**src/hw/rtl/iasc_pkg.sv**
```systemverilog
package iasc_pkg;

  localparam int MAX_SPINS_DEF       = 64;
  localparam int EXP_TABLE_DEPTH_DEF = 256;

  localparam logic [31:0] INIT_TEMP_RST  = 32'd65536;
  localparam logic [16:0] COOLING_RST    = 17'd65208;
  localparam logic [31:0] STEP_LIMIT_RST = 32'd1000;
  localparam logic [6:0]  ACTIVE_RST     = 7'd64;

  typedef enum logic [1:0] {
    CFG_INIT_TEMP  = 2'd0,
    CFG_COOLING    = 2'd1,
    CFG_STEP_LIMIT = 2'd2,
    CFG_ACTIVE     = 2'd3
  } cfg_index_t;

  typedef enum logic [2:0] {
    OP_WR_COUPLING = 3'd0,
    OP_WR_FIELD    = 3'd1,
    OP_WR_SPIN     = 3'd2,
    OP_STEP        = 3'd3,
    OP_START       = 3'd4,
    OP_READ        = 3'd5
  } op_t;

  typedef struct packed {
    logic [31:0] init_temp;
    logic [16:0] cooling;
    logic [31:0] step_limit;
    logic [6:0]  active;
  } cfg_t;

  typedef struct packed {
    op_t                op;
    logic [5:0]         row;
    logic [5:0]         col;
    logic signed [15:0] weight;
    logic               spin_up;
    logic [15:0]        rnd;
  } item_t;

  typedef struct packed {
    logic               valid;
    logic [5:0]         spin_index;
    logic               spin_state;
    logic               flipped;
    logic signed [23:0] energy_change;
    logic signed [27:0] total_energy;
    logic               done;
  } result_t;

  // round(65536*exp(-idx/32)) clamped to 65535, in Q62 integer arithmetic
  function automatic logic [15:0] exp_val(input int unsigned idx);
    logic [63:0]  term;
    logic [63:0]  pos;
    logic [63:0]  neg;
    logic [63:0]  r;
    logic [63:0]  x;
    logic [63:0]  v;
    logic [127:0] p;
    term = 64'h4000_0000_0000_0000;
    pos  = term;
    neg  = 64'd0;
    term = term / 32;  neg = neg + term;
    term = term / 64;  pos = pos + term;
    term = term / 96;  neg = neg + term;
    term = term / 128; pos = pos + term;
    term = term / 160; neg = neg + term;
    term = term / 192; pos = pos + term;
    term = term / 224; neg = neg + term;
    term = term / 256; pos = pos + term;
    term = term / 288; neg = neg + term;
    term = term / 320; pos = pos + term;
    term = term / 352; neg = neg + term;
    term = term / 384; pos = pos + term;
    term = term / 416; neg = neg + term;
    term = term / 448; pos = pos + term;
    term = term / 480; neg = neg + term;
    term = term / 512; pos = pos + term;
    term = term / 544; neg = neg + term;
    term = term / 576; pos = pos + term;
    term = term / 608; neg = neg + term;
    term = term / 640; pos = pos + term;
    r = pos - neg;
    x = 64'h4000_0000_0000_0000;
    for (int unsigned k = 0; k < idx; k++) begin
      p = {64'd0, x} * {64'd0, r};
      x = p[125:62];
    end
    v = (x + 64'h0000_2000_0000_0000) >> 46;
    return (v > 64'd65535) ? 16'hFFFF : v[15:0];
  endfunction

endpackage

```
**src/hw/rtl/iasc_front.sv**
```systemverilog
module iasc_front (
  input  logic                clk,
  input  logic                rst_n,
  input  logic                start,
  output logic                busy,
  input  logic [2:0]          in_op,
  input  logic [5:0]          in_row,
  input  logic [5:0]          in_col,
  input  logic signed [15:0]  in_weight,
  input  logic                in_spin_up,
  input  logic [15:0]         in_uniform_random,
  output iasc_pkg::item_t     q_item,
  output logic                q_valid,
  input  logic                q_pop
);
  import iasc_pkg::*;

  item_t      slot_r [2];
  logic       wr_ptr_r;
  logic       rd_ptr_r;
  logic [1:0] count_r;
  logic       push;
  item_t      cls;

  // classify: unused codes act as read spin
  always_comb begin
    cls.row     = in_row;
    cls.col     = in_col;
    cls.weight  = in_weight;
    cls.spin_up = in_spin_up;
    cls.rnd     = in_uniform_random;
    unique case (in_op)
      3'd0:    cls.op = OP_WR_COUPLING;
      3'd1:    cls.op = OP_WR_FIELD;
      3'd2:    cls.op = OP_WR_SPIN;
      3'd3:    cls.op = OP_STEP;
      3'd4:    cls.op = OP_START;
      default: cls.op = OP_READ;
    endcase
  end

  assign busy    = (count_r == 2'd2);
  assign push    = start && !busy;
  assign q_valid = (count_r != 2'd0);
  assign q_item  = slot_r[rd_ptr_r];

  always_ff @(posedge clk) begin
    if (push) begin
      slot_r[wr_ptr_r] <= cls;
    end
  end

  always_ff @(posedge clk) begin
    if (!rst_n) begin
      wr_ptr_r <= 1'b0;
      rd_ptr_r <= 1'b0;
      count_r  <= 2'd0;
    end else begin
      if (push) wr_ptr_r <= !wr_ptr_r;
      if (q_pop) rd_ptr_r <= !rd_ptr_r;
      count_r <= count_r + {1'b0, push} - {1'b0, q_pop};
    end
  end

endmodule

```
**config.mk**
```make
export PLATFORM = sky130hd
export DESIGN_NAME = iasc_front
export DESIGN_NICKNAME = d
export VERILOG_FILES = /design/src/hw/rtl/iasc_pkg.sv /design/src/hw/rtl/iasc_front.sv
export SDC_FILE = /design/constraint.sdc
export NUM_CORES = 1
export LEC_CHECK = 0
export BUFFER_PORTS_ARGS = -buffer_cell sky130_fd_sc_hd__buf_2
export CELL_PAD_IN_SITES_DETAIL_PLACEMENT = 0
export CELL_PAD_IN_SITES_GLOBAL_PLACEMENT = 1
export CORE_MARGIN = 2
export CORE_UTILIZATION = 30
export DETAILED_ROUTE_END_ITERATION = 8
export GPL_ROUTABILITY_DRIVEN = 0
export PLACE_DENSITY = 0.62
export SYNTH_ARGS = -nofsm -noshare
export SYNTH_HDL_FRONTEND = slang
export SYNTH_SLANG_ARGS = --single-unit
```
**constraint.sdc**
```tcl
create_clock -name clk -period 4.25 [get_ports clk]
set_clock_uncertainty 0.2 [all_clocks]
set_input_delay 0.425 -clock clk [delete_from_list [all_inputs] [get_ports clk]]
set_output_delay 0.425 -clock clk [all_outputs]
set_load 0.02 [all_outputs]
```
Word level (Yosys, flattened, before mapping)
Memories as Yosys holds them, arrays and structs flattened. A register that Yosys moved wholly into a read port is not among the register bits.
Index checks and enable logic that the tools add are counted.
{"block": "totals", "ff_bits": 4, "latch_bits": 0, "ram_bits": 96, "romBits": 0, "inputBits": 52, "output_inout_bits": 50, "wordCells": 22, "memories": 1}
{"name": "slot_r", "depth": 2, "word_bits": 48, "read_ports": 1, "rd_ports_with_merged_regs": 1, "write_ports": 1, "line": "iasc_front.sv:18", "rtl": "item_t slot_r [2];"}
{"block": "op_classes", "n_addsub": 2, "multipliers": 0, "div": 0, "n_lt_le_gt_ge": 0, "n_eq_ne": 5, "n_shift": 0, "mux": 5, "n_bitwise": 0, "n_reduce_logical": 6}
{"operator": "3-bit one-hot mux with 5 select lines", "count": 1}
{"operator": "3-bit by 2-bit equality test with 1-bit output, second input constant", "count": 2}
{"operator": "1-bit two-way mux", "count": 4}
{"operator": "3-bit by 1-bit equality test with 1-bit output, second input constant", "count": 1}
{"operator": "3-bit equality test, second input constant", "count": 1}
{"operator": "1-bit logical NOT", "count": 3}
{"operator": "3-bit logical NOT", "count": 1}
{"operator": "2-bit by 1-bit adder with 2-bit output", "count": 1}
{"operator": "2-bit equality test, second input constant", "count": 1}
{"operator": "2-bit nonzero test", "count": 1}
{"operator": "2-bit by 1-bit subtractor with 2-bit output", "count": 1}
{"operator": "1-bit logical AND", "count": 1}

Depth between registers and ports, before layout
Gate-level depths: netlist (run 1).
{"block": "logic_depth", "depth_word": 5, "mapped_depth": 8, "mapped_depth_nobuf": 8}

Worst setup path before layout (run 1)
No wires, ideal clock.
{"block": "synth_timing", "path_kind": "flip-flop to flip-flop", "from": "register count_r[0]", "to": "memory slot_r[0][0] in the netlist's numbering (enable)", "setup_ns": 0.454, "arrival_ns": 2.571, "t_required_ns": 3.596, "slack_ns": 1.025, "stages_incl_launch_ff": 4, "n_path_buf": 0, "synth_period_minus_slack_ns": 3.225, "cell_sequence": "dfxtp_1 nand2b_1 nand2_1 nor2_1"}
{"block": "synth_between", "elab_chain_cells": 5}
{"item": "from (decl)", "line": "iasc_front.sv:21", "rtl": "logic [1:0] count_r;"}
{"item": "from (signal assigned)", "line": "iasc_front.sv:61", "rtl": "count_r <= count_r + {1'b0, push} - {1'b0, q_pop};"}
{"item": "2-bit equality test", "line": "iasc_front.sv:42", "rtl": "assign busy = (count_r == 2'd2);"}
{"item": "1-bit logical NOT", "line": "iasc_front.sv:43", "rtl": "assign push = start && !busy;"}
{"item": "1-bit logical AND", "line": "iasc_front.sv:43"}
{"item": "1-bit two-way mux", "line": "iasc_front.sv:48", "rtl": "if (push) begin"}
{"item": "1-bit two-way mux (implied by the code)", "line": "iasc_front.sv:49", "rtl": "slot_r[wr_ptr_r] <= cls;"}
{"item": "to (decl)", "line": "iasc_front.sv:18"}
Every way passes these cells.

==> results.cfg, run 1 <==
[drt]
routedLengthMet1_microns = 2690
route.vias.total = 1871
drt_wl_total_microns = 6430
drtAntennaViolNets = 0
drc = 0
met3WireLength_microns = 454
route.detailed.vias_per_inst = 4.03
detailedRoute.firstIterationViolations = 69
wl_per_cell_microns = 13.9
top_signal_layer_used = met4
first_pass_iters = 4
wl_met2_microns = 3110

[sta]
rsz0062_at_grt = false
timing.final.crit_share_pct = 67.7
finalWorstPathRequiredPeriod_ps = 2880
hold_violations = 0
finalSetupViolations = 0
worst-slew-pin-transition_ps = 944
max_clock_freq_mhz = 347
max_slew_margin_pct = 37.1
setup_total_negative_slack_ps = 0
slew_viols_final = 0

[power]
power_density_nw_per_um2 = 520
p_leak_nw = 1.85
vdd_drop_max_v = 0.000205
power.total_mw = 2.50

[synth]
ys_warn_count = 0
synth_largest_area_cell = sky130_fd_sc_hd__edfxtp_1
synthTopCellsByCount = sky130_fd_sc_hd__edfxtp_1, sky130_fd_sc_hd__mux2_2, sky130_fd_sc_hd__mux2_4
synth.top_cell.area_share_pct = 76.1
seq_area_frac_synth_pct = 78.7
net_count_synth = 232
synth_area_per_cell_sq_um = 21.3
synth_most_common_cell = sky130_fd_sc_hd__edfxtp_1
synthFlopType = sky130_fd_sc_hd__edfxtp_1
synth_area_sq_um = 3790
yosysUniqueCellTypes = 21
postSynthRegisterBits = 101
share_of_synthesized_flip_flops_with_an_asynchronous_set_or_reset_pct = 0
number_of_enable_type_register_cells_in_the_synthesized_netlist = 96
top_cells_by_area_synth = sky130_fd_sc_hd__edfxtp_1, sky130_fd_sc_hd__mux2_2, sky130_fd_sc_hd__mux2_4
synth_cells = 178

[final_layout]
post_route_cells_drive_above_1_share_pct = 57.5
diodes = 0
multi_input_area_sq_um = 756
final.fill_count = 1141
area_growth_pct = 26.9
final_area_sq_um = 4810
layout.area.seq_sq_um = 2980
layout.nets = 341

[global_route]
grt_antenna_before_repair = 0
track_usage_pct = 9.85
grt_pass1_wl_microns = 9530
number_of_global_route_vias_before_repair = 1873
grt_remaining_overflow = 0
grt_max_degree = 33

[worst_hold_path]
hp-start = in_uniform_random[3]
hold_path.class = input pin to flip-flop

[clocking]
h-tree-depth = 3
cts.repair_timing.setup_buffer_count = 0
number_of_cts_inserted_buffers = 9
cts.path.max_buffers = 2
post_cts_hold_buffer_count = 0
cts_sinks = 101
clock_latency_on_the_worst_skew_pair_ps = 340
ctsResizeCount = 0
cts_tree = done
clk_root_buffer_cell = sky130_fd_sc_hd__clkbuf_16
clk_transition_reported_paths_ps = 60

[setup_path]
cp_cell_instances = buf_4, mux2_2, buf_2
worstPathArrival_ps = 2250
timing.critical_path.to_type = output port
rr_startpoint = count_r[0]
crit_required_ps = 3620
worst_path_cell_with_the_longest_stage_delay = sky130_fd_sc_hd__dfxtp_2
worstSetupStartpointType = flip-flop
path_max_fanout = 32
critical_path_class = flip-flop to output port
critical_path_max_stage_delay_ps = 950

[floorplan]
die_w_microns = 116
pin_count = 102
total_core_area_sq_um = 12500
floorplan.rows = 41
initial_core_util_pct = 30.4
die-area_sq_um = 13500
dieHeight_microns = 116

[placed_design]
io_buffers = 101
place_area_sq_um = 4490
detailedPlacementHpwl_microns = 4260

[job]
max_cap_violations = 0

[status]
status = finished, final reports clean
flip-flops by register name, summed over array words and instances, names as in the netlist, named ones only:
signal / cells
slot_r: 96
count_r: 2
rd_ptr_r: 1
wr_ptr_r: 1
layout by cell type (no fill, tap or decap), types with 2 or more instances in the layout:
| cell | instances |
|---|---|
| sky130_fd_sc_hd__and2_1 | 2 |
| sky130_fd_sc_hd__buf_2 | 101 |
| sky130_fd_sc_hd__buf_4 | 3 |
| sky130_fd_sc_hd__bufinv_16 | 2 |
| sky130_fd_sc_hd__clkbuf_1 | 4 |
| sky130_fd_sc_hd__clkbuf_16 | 9 |
| sky130_fd_sc_hd__dfxtp_1 | 4 |
| sky130_fd_sc_hd__edfxtp_1 | 96 |
| sky130_fd_sc_hd__ha_1 | 2 |
| sky130_fd_sc_hd__inv_1 | 3 |
| sky130_fd_sc_hd__mux2_2 | 28 |
| sky130_fd_sc_hd__mux2_4 | 20 |
| sky130_fd_sc_hd__nand2_1 | 2 |
| sky130_fd_sc_hd__nand2b_1 | 2 |
| sky130_fd_sc_hd__nor2_1 | 3 |
power breakdown:
part,internal [mW],switching [mW]
Clock,0.533,0.321
Combinational,0.167,0.229
Sequential,1.21,0.0392
Total,1.91,0.590
worst max-delay path: cells and delay by family (launching register included):
family	cells	cell delay (ps)
DFF	1	950
buffers and inverters	2	580
muxes	1	370
cell families after synthesis:
| logic type | after synthesis | share of synthesized area [%] |
|---|---|---|
| compound gates | 1 | 0.198 |
| xor+xnor | 2 | 0.462 |
| fa+ha+maj | 2 | 0.660 |
| buf+inv | 9 | 1.55 |
| flops | 101 | 78.7 |
| mux | 49 | 16.5 |
| simple gates | 14 | 1.88 |
metrics by stage:
stage	std cells	util, %	hold WS [ps]	setup WS [ps]
after global placement	448	36.1	297	1680
after CTS	464	38.6	53.1	1280
after global routing	464	38.6	55.1	1190
after detailed placement	448	36.1	308	1650
final	464	38.6	71.5	1370
after floorplan	178	-	255	1030
cell type report:
cell class	instances	area share, %
Multi-Input combinational cell	68	15.7
Inverter	3	0.234
Tap cell	172	4.48
Clock buffer	14	5.28
Sequential cell	101	62.1
Timing Repair Buffer	104	11.0
Clock inverter	2	1.25
per-layer routing:
metal	GRT usage [%]	vias up
met2	15.7	67
met5	0	-
li1	-	907
met1	11.4	884
met4	6.19	0
met3	3.43	13
path summary, 6_finish.rpt:
path	endpoint	slack (ps)	depth (start not counted)
hold reg to reg	wr_ptr_r	320	2
hold / removal	slot_r[0][3]	70	1
setup / recovery	q_item[5]	1370	3
setup reg to reg	slot_r[0][14]	1970	4
Note: power is estimated with default switching activity, not from simulation.
==> inputs of run 2 (changes only) <==
==> constraint.sdc (replaced) <==
create_clock -name clk -period 3 [get_ports clk]
set_clock_uncertainty 0.2 [all_clocks]
set_input_delay 0.3 -clock clk [delete_from_list [all_inputs] [get_ports clk]]
set_output_delay 0.3 -clock clk [all_outputs]
set_load 0.02 [all_outputs]
==> results.cfg, run 2 (synthesized netlist as in run 1, its figures left out) <==
[drt]
drtAntennaViolNets = 0
route.detailed.vias_per_inst = 4.04
detailedRoute.firstIterationViolations = 58
drt_wl_total_microns = 6700
wl_per_cell_microns = 13.1
drc = 0
first_pass_iters = 3
route.vias.total = 2070

[power]
power.total_mw = 3.49
seq_power_share_pct = 50.6
switching_power_as_a_share_of_total_power_pct = 24.4
logic_pwr_share_pct = 17.9
internal-power_mw = 2.64
p_leak_nw = 2.04
vdd_drop_max_v = 0.000309
power.share.clock_pct = 31.5
power.net_switching_uw = 853
power_density_nw_per_um2 = 661

[sta]
max_slew_margin_pct = 59.8
rsz0062_at_grt = false
finalSetupViolations = 0
hold_ws_ps = 42.1
worst-slew-pin-transition_ps = 603
max_clock_freq_mhz = 420
slew_viols_final = 0
timing.final.crit_share_pct = 79.3
setup_total_negative_slack_ps = 0
setup_ws_ps = 620
hold_violations = 0
finalWorstPathRequiredPeriod_ps = 2380

[final_layout]
largest_reg_flops = 96
final_area_sq_um = 5280
multi_input_area_sq_um = 756
layout.nets = 390
largest_register = slot_r
diodes = 0
layout.area.seq_sq_um = 2980
layout_commonest_cell = sky130_fd_sc_hd__buf_2
mostFrequentLayoutCells = sky130_fd_sc_hd__buf_2, sky130_fd_sc_hd__edfxtp_1, sky130_fd_sc_hd__dlygate4sd3_1
post_route_cells_drive_above_1_share_pct = 49.9
layout_top_registers = slot_r: 96 flops, count_r: 2 flops
area_growth_pct = 39.2
final.fill_count = 1147

[setup_path]
path_max_fanout = 27
worst_path_cell_with_the_longest_stage_delay = sky130_fd_sc_hd__dfxtp_2
timing.critical_path.to_type = output port
critical_path_class = flip-flop to output port
timing.critical_path.max_delay_family = flip-flops
crit_required_ps = 2500
worstPathArrival_ps = 1880
cp_cell_instances = buf_12, mux2_2, buf_2
worstSetupStartpointType = flip-flop
crit_buf_inv = 2
critical_path_max_stage_delay_ps = 710

[floorplan]
floorplan.rows = 41
die-area_sq_um = 13500
initial_core_util_pct = 30.4
die_w_microns = 116
pin_count = 102
dieHeight_microns = 116
total_core_area_sq_um = 12500

[clocking]
cts_tree = done
cts.repair_timing.setup_buffer_count = 0
h-tree-depth = 3
clk_transition_reported_paths_ps = 60
number_of_cts_inserted_buffers = 9
clock_latency_on_the_worst_skew_pair_ps = 340
cts.path.max_buffers = 2
cts_sinks = 101
clk_root_buffer_cell = sky130_fd_sc_hd__clkbuf_16

[job]
max_cap_violations = 0

[placed_design]
place_area_sq_um = 4520
io_buffers = 101
dpl_worst_slack_ps = 921
detailedPlacementHpwl_microns = 4360

[global_route]
grt_remaining_overflow = 0
grt_pass1_wl_microns = 10100
track_usage_pct = 10.3
number_of_global_route_vias_before_repair = 2144
grt_max_degree = 28
grt_antenna_before_repair = 0

[status]
status = finished, final reports clean

[worst_hold_path]
hold_path.class = input pin to flip-flop
run 2: worst paths after layout:
| kind | endpoint | slack, ps | depth (start not counted) | start |
|---|---|---|---|---|
| max | q_item[10] | 620 | 3 | flip-flop |
| min | slot_r[1][45] | 40 | 2 | in_op[0] |
| max reg2reg | count_r[1] | 1160 | 8 | count_r[0] |
| min reg2reg | flip-flop | 330 | 2 | rd_ptr_r |
run 2: repair_timing:
action | 4_1_cts | 5_1_grt
hold endpoints to repair | 93 | 0
hold buffers | 47 | 0
setup endpoints to repair | 0 | 0
resized for setup | 0 | 0
run 2: per-stage QoR:
stage | util (%) | instances
after floorplan | - | 178
after CTS | 42.3 | 513
after global routing | 42.3 | 513
final | 42.3 | 513
after global placement | 36.3 | 450
after detailed placement | 36.3 | 450
run 2: routing by layer:
| metal | global-route usage (%) | wire length (microns) | vias up | share of wire, % |
|---|---|---|---|---|
| li1 | - | - | 1003 | - |
| met1 | 11.8 | 2870 | 992 | 43 |
| met4 | 6.19 | 169 | 0 | 2.5 |
| met3 | 3.89 | 429 | 13 | 6.4 |
| met5 | 0 | 0 | - | 0 |
| met2 | 16.6 | 3230 | 62 | 48 |
run 2: worst register-to-register path, cell delays in order (launching register included):
cell and delay (ps):
sky130_fd_sc_hd__dfxtp_1 330, sky130_fd_sc_hd__nand2b_1 160, sky130_fd_sc_hd__nand2_1 150, sky130_fd_sc_hd__ha_1 300, sky130_fd_sc_hd__inv_1 40, sky130_fd_sc_hd__ha_1 170
sky130_fd_sc_hd__xor2_1 140, sky130_fd_sc_hd__and2_1 150, sky130_fd_sc_hd__nor3_1 120
run 2: cell type report:
class / instances / area share [%]
flip-flops and latches: 101 / 56.6
repair buffers: 153 / 19.4
multi-input cells: 68 / 14.3
clock buffers: 10 / 4.34
well taps: 172 / 4.08
clock inverters: 6 / 1.02
inverters: 3 / 0.213
run 2: power groups by stage:
stage | clock, mW | sequential [mW] | combinational, mW
2_1_floorplan | 0 | 1.78 | 0.402
3_3_place_gp | 0 | 1.79 | 0.586
3_5_place_dp | 0 | 1.80 | 0.589
4_1_cts | 1.15 | 1.77 | 0.638
5_1_grt | 1.20 | 1.78 | 0.676
6_report | 1.10 | 1.77 | 0.624
==> inputs of run 3 (changes only) <==
--- a/config.mk
+++ b/config.mk
@@ -12,7 +12,7 @@
 export CORE_UTILIZATION = 30
 export DETAILED_ROUTE_END_ITERATION = 8
 export GPL_ROUTABILITY_DRIVEN = 0
-export PLACE_DENSITY = 0.62
+export PLACE_DENSITY = 0.64
 export SYNTH_ARGS = -nofsm -noshare
 export SYNTH_HDL_FRONTEND = slang
 export SYNTH_SLANG_ARGS = --single-unit
==> constraint.sdc (replaced) <==
create_clock -name clk -period 2 [get_ports clk]
set_clock_uncertainty 0.2 [all_clocks]
set_input_delay 0.2 -clock clk [delete_from_list [all_inputs] [get_ports clk]]
set_output_delay 0.2 -clock clk [all_outputs]
set_load 0.02 [all_outputs]
==> results.cfg, run 3 (synthesized netlist as in run 1, its figures left out) <==
[status]
status = finished with violations
violated_checks = negative hold slack

[setup_path]
crit_required_ps = 1600
cp_cell_instances = buf_12, mux2_2, buf_2
timing.rr.end = count_r[1]
critical_path_max_stage_delay_ps = 380
critical_path_class = flip-flop to output port
worstSetupStartpointType = flip-flop
worst_path_cell_with_the_longest_stage_delay = sky130_fd_sc_hd__mux2_2
worstPathArrival_ps = 1470
path_max_fanout = 27
crit_buf_inv = 2
ff2ff_setup_slack_ps = 210
rr_worst_depth = 8
rr_startpoint = count_r[0]
timing.critical_path.max_delay_family = multiplexers
timing.critical_path.to_type = output port

[floorplan]
total_core_area_sq_um = 12500
dieHeight_microns = 116
floorplan.rows = 41
initial_core_util_pct = 30.4
die-area_sq_um = 13500
pin_count = 102
die_w_microns = 116

[worst_hold_path]
hold-path-endpoint = wr_ptr_r
hp-start = start
hold_path.class = input pin to flip-flop
min_delay_path_depth = 3

[drt]
detailedRoute.firstIterationViolations = 99
first_pass_iters = 5
wl_per_cell_microns = 12.9
drc = 0
drt_wl_total_microns = 6610
route.detailed.vias_per_inst = 4.09
drtAntennaViolNets = 0
route.vias.total = 2100

[power]
internal-power_mw = 4.09
switching_power_as_a_share_of_total_power_pct = 23.3
vdd_drop_max_v = 0.000454
seq_power_share_pct = 49.3
p_leak_nw = 2.08
logic_pwr_share_pct = 18.5
power.share.clock_pct = 32.2
power.net_switching_mw = 1.25
power_density_nw_per_um2 = 999

[global_route]
grt_pass1_wl_microns = 9770
grt_antenna_before_repair = 0
grt_remaining_overflow = 0
grt_max_degree = 28
number_of_global_route_vias_before_repair = 2068
track_usage_pct = 9.80

[sta]
worst-slew-pin-transition_ps = 373
max_slew_margin_pct = 75.1
finalWorstPathRequiredPeriod_ps = 1870
hold_violations = 1
slew_viols_final = 0
finalSetupViolations = 0
max_clock_freq_mhz = 534
hold_ws_ps = -0.731
setup_total_negative_slack_ps = 0
timing.final.crit_share_pct = 93.7
rsz0062_at_grt = false

[final_layout]
area_growth_pct = 41.2
postLayoutCoreUtil_pct = 42.9
mostFrequentLayoutCells = sky130_fd_sc_hd__buf_2, sky130_fd_sc_hd__edfxtp_1, sky130_fd_sc_hd__dlygate4sd3_1
layout_top_registers = slot_r: 96 flops, count_r: 2 flops
diodes = 0
largest_reg_flops = 96
layout.nets = 394
post_route_cells_drive_above_1_share_pct = 50.3
post_layout_nonfiller_instances = 514
layout_commonest_cell = sky130_fd_sc_hd__buf_2
largest_register = slot_r

[clocking]
cts_sinks = 101
h-tree-depth = 3
clk_root_buffer_cell = sky130_fd_sc_hd__clkbuf_16
clk_transition_reported_paths_ps = 60
number_of_cts_inserted_buffers = 9
clock_latency_on_the_worst_skew_pair_ps = 340
cts_tree = done
cts.path.max_buffers = 2

[placed_design]
detailedPlacementHpwl_microns = 4290
placed_cells_incl_taps = 451
io_buffers = 101

[job]
max_cap_violations = 0
-- run 3: changes by cell type in the layout (fill, tap and decap cells not counted) --
cell                            delta
sky130_fd_sc_hd__nand2_1           -1
sky130_fd_sc_hd__buf_6             +1
sky130_fd_sc_hd__clkinv_2          -1
sky130_fd_sc_hd__bufinv_16         +1
sky130_fd_sc_hd__buf_12            +1
sky130_fd_sc_hd__clkinv_1          -2
sky130_fd_sc_hd__clkinvlp_4        -1
sky130_fd_sc_hd__nand2b_1          -1
sky130_fd_sc_hd__nand2b_4          +1
sky130_fd_sc_hd__nand2_2           +1
sky130_fd_sc_hd__dlygate4sd3_1     +3
sky130_fd_sc_hd__buf_4             -1
-- run 3: layout make-up --
cell class | instances | area, sq um
clock inverter | 3 | 63.8
inverter | 3 | 11.3
clock buffer | 10 | 229
multi-input combinational | 68 | 766
timing repair buffer | 157 | 1080
sequential | 101 | 2980
fill | 1144 | 7120
tap | 172 | 215
-- run 3: how the worst max path moves through the flow --
stage / from / to / depth (start not counted)
3_5_place_dp: count_r[0] / count_r[1] / 8
4_1_cts: flip-flop / q_item[23] / 3
6_report: flip-flop / q_item[0] / 3
3_3_place_gp: count_r[0] / count_r[1] / 8
2_1_floorplan: count_r[0] / slot_r[0][0] / 3
5_1_grt: flip-flop / q_item[0] / 3
-- run 3: metrics by stage --
stage	power, mW	area, sq um	worst slack [ps]	hold slack (ps)
floorplan	3.27	3800	89.9	98.9
finish	5.34	5350	126	-0.731
CTS	5.43	5340	12.5	41.4
detailed placement	3.60	4540	117	191
global placement	3.58	4540	217	188
global route	5.57	5350	61.8	7.23
-- run 3: timing repair --
action                                  4_1_cts  5_1_grt
endpoints found under the setup margin        0       13
resized for setup                             0        3
hold buffers                                 50        0
buffers inserted                              0        0
endpoints found under the hold margin       101        0
-- run 3: routing by layer --
layer  global-route usage [%]  routed length [microns]  vias to the layer above
met4                     6.27                      120                        0
met2                     16.4                     3340                       76
met5                        0                        0                        -
met1                     10.5                     2750                     1000
li1                         -                        -                     1012
met3                     3.53                      405                       12
-- run 3: power by group through the flow --
| stage | Sequential [mW] | Combinational [mW] | Clock [mW] |
|---|---|---|---|
| finish | 2.63 | 0.987 | 1.72 |
| global route | 2.65 | 1.07 | 1.86 |
| floorplan | 2.66 | 0.607 | 0 |
| CTS | 2.63 | 1.00 | 1.80 |
| detailed placement | 2.67 | 0.922 | 0 |
| global placement | 2.66 | 0.915 | 0 |
-- run 3: worst min-delay path, stage by stage --
cell and delay (ps):
sky130_fd_sc_hd__buf_2 110, sky130_fd_sc_hd__nand2_2 100, sky130_fd_sc_hd__mux2i_1 80
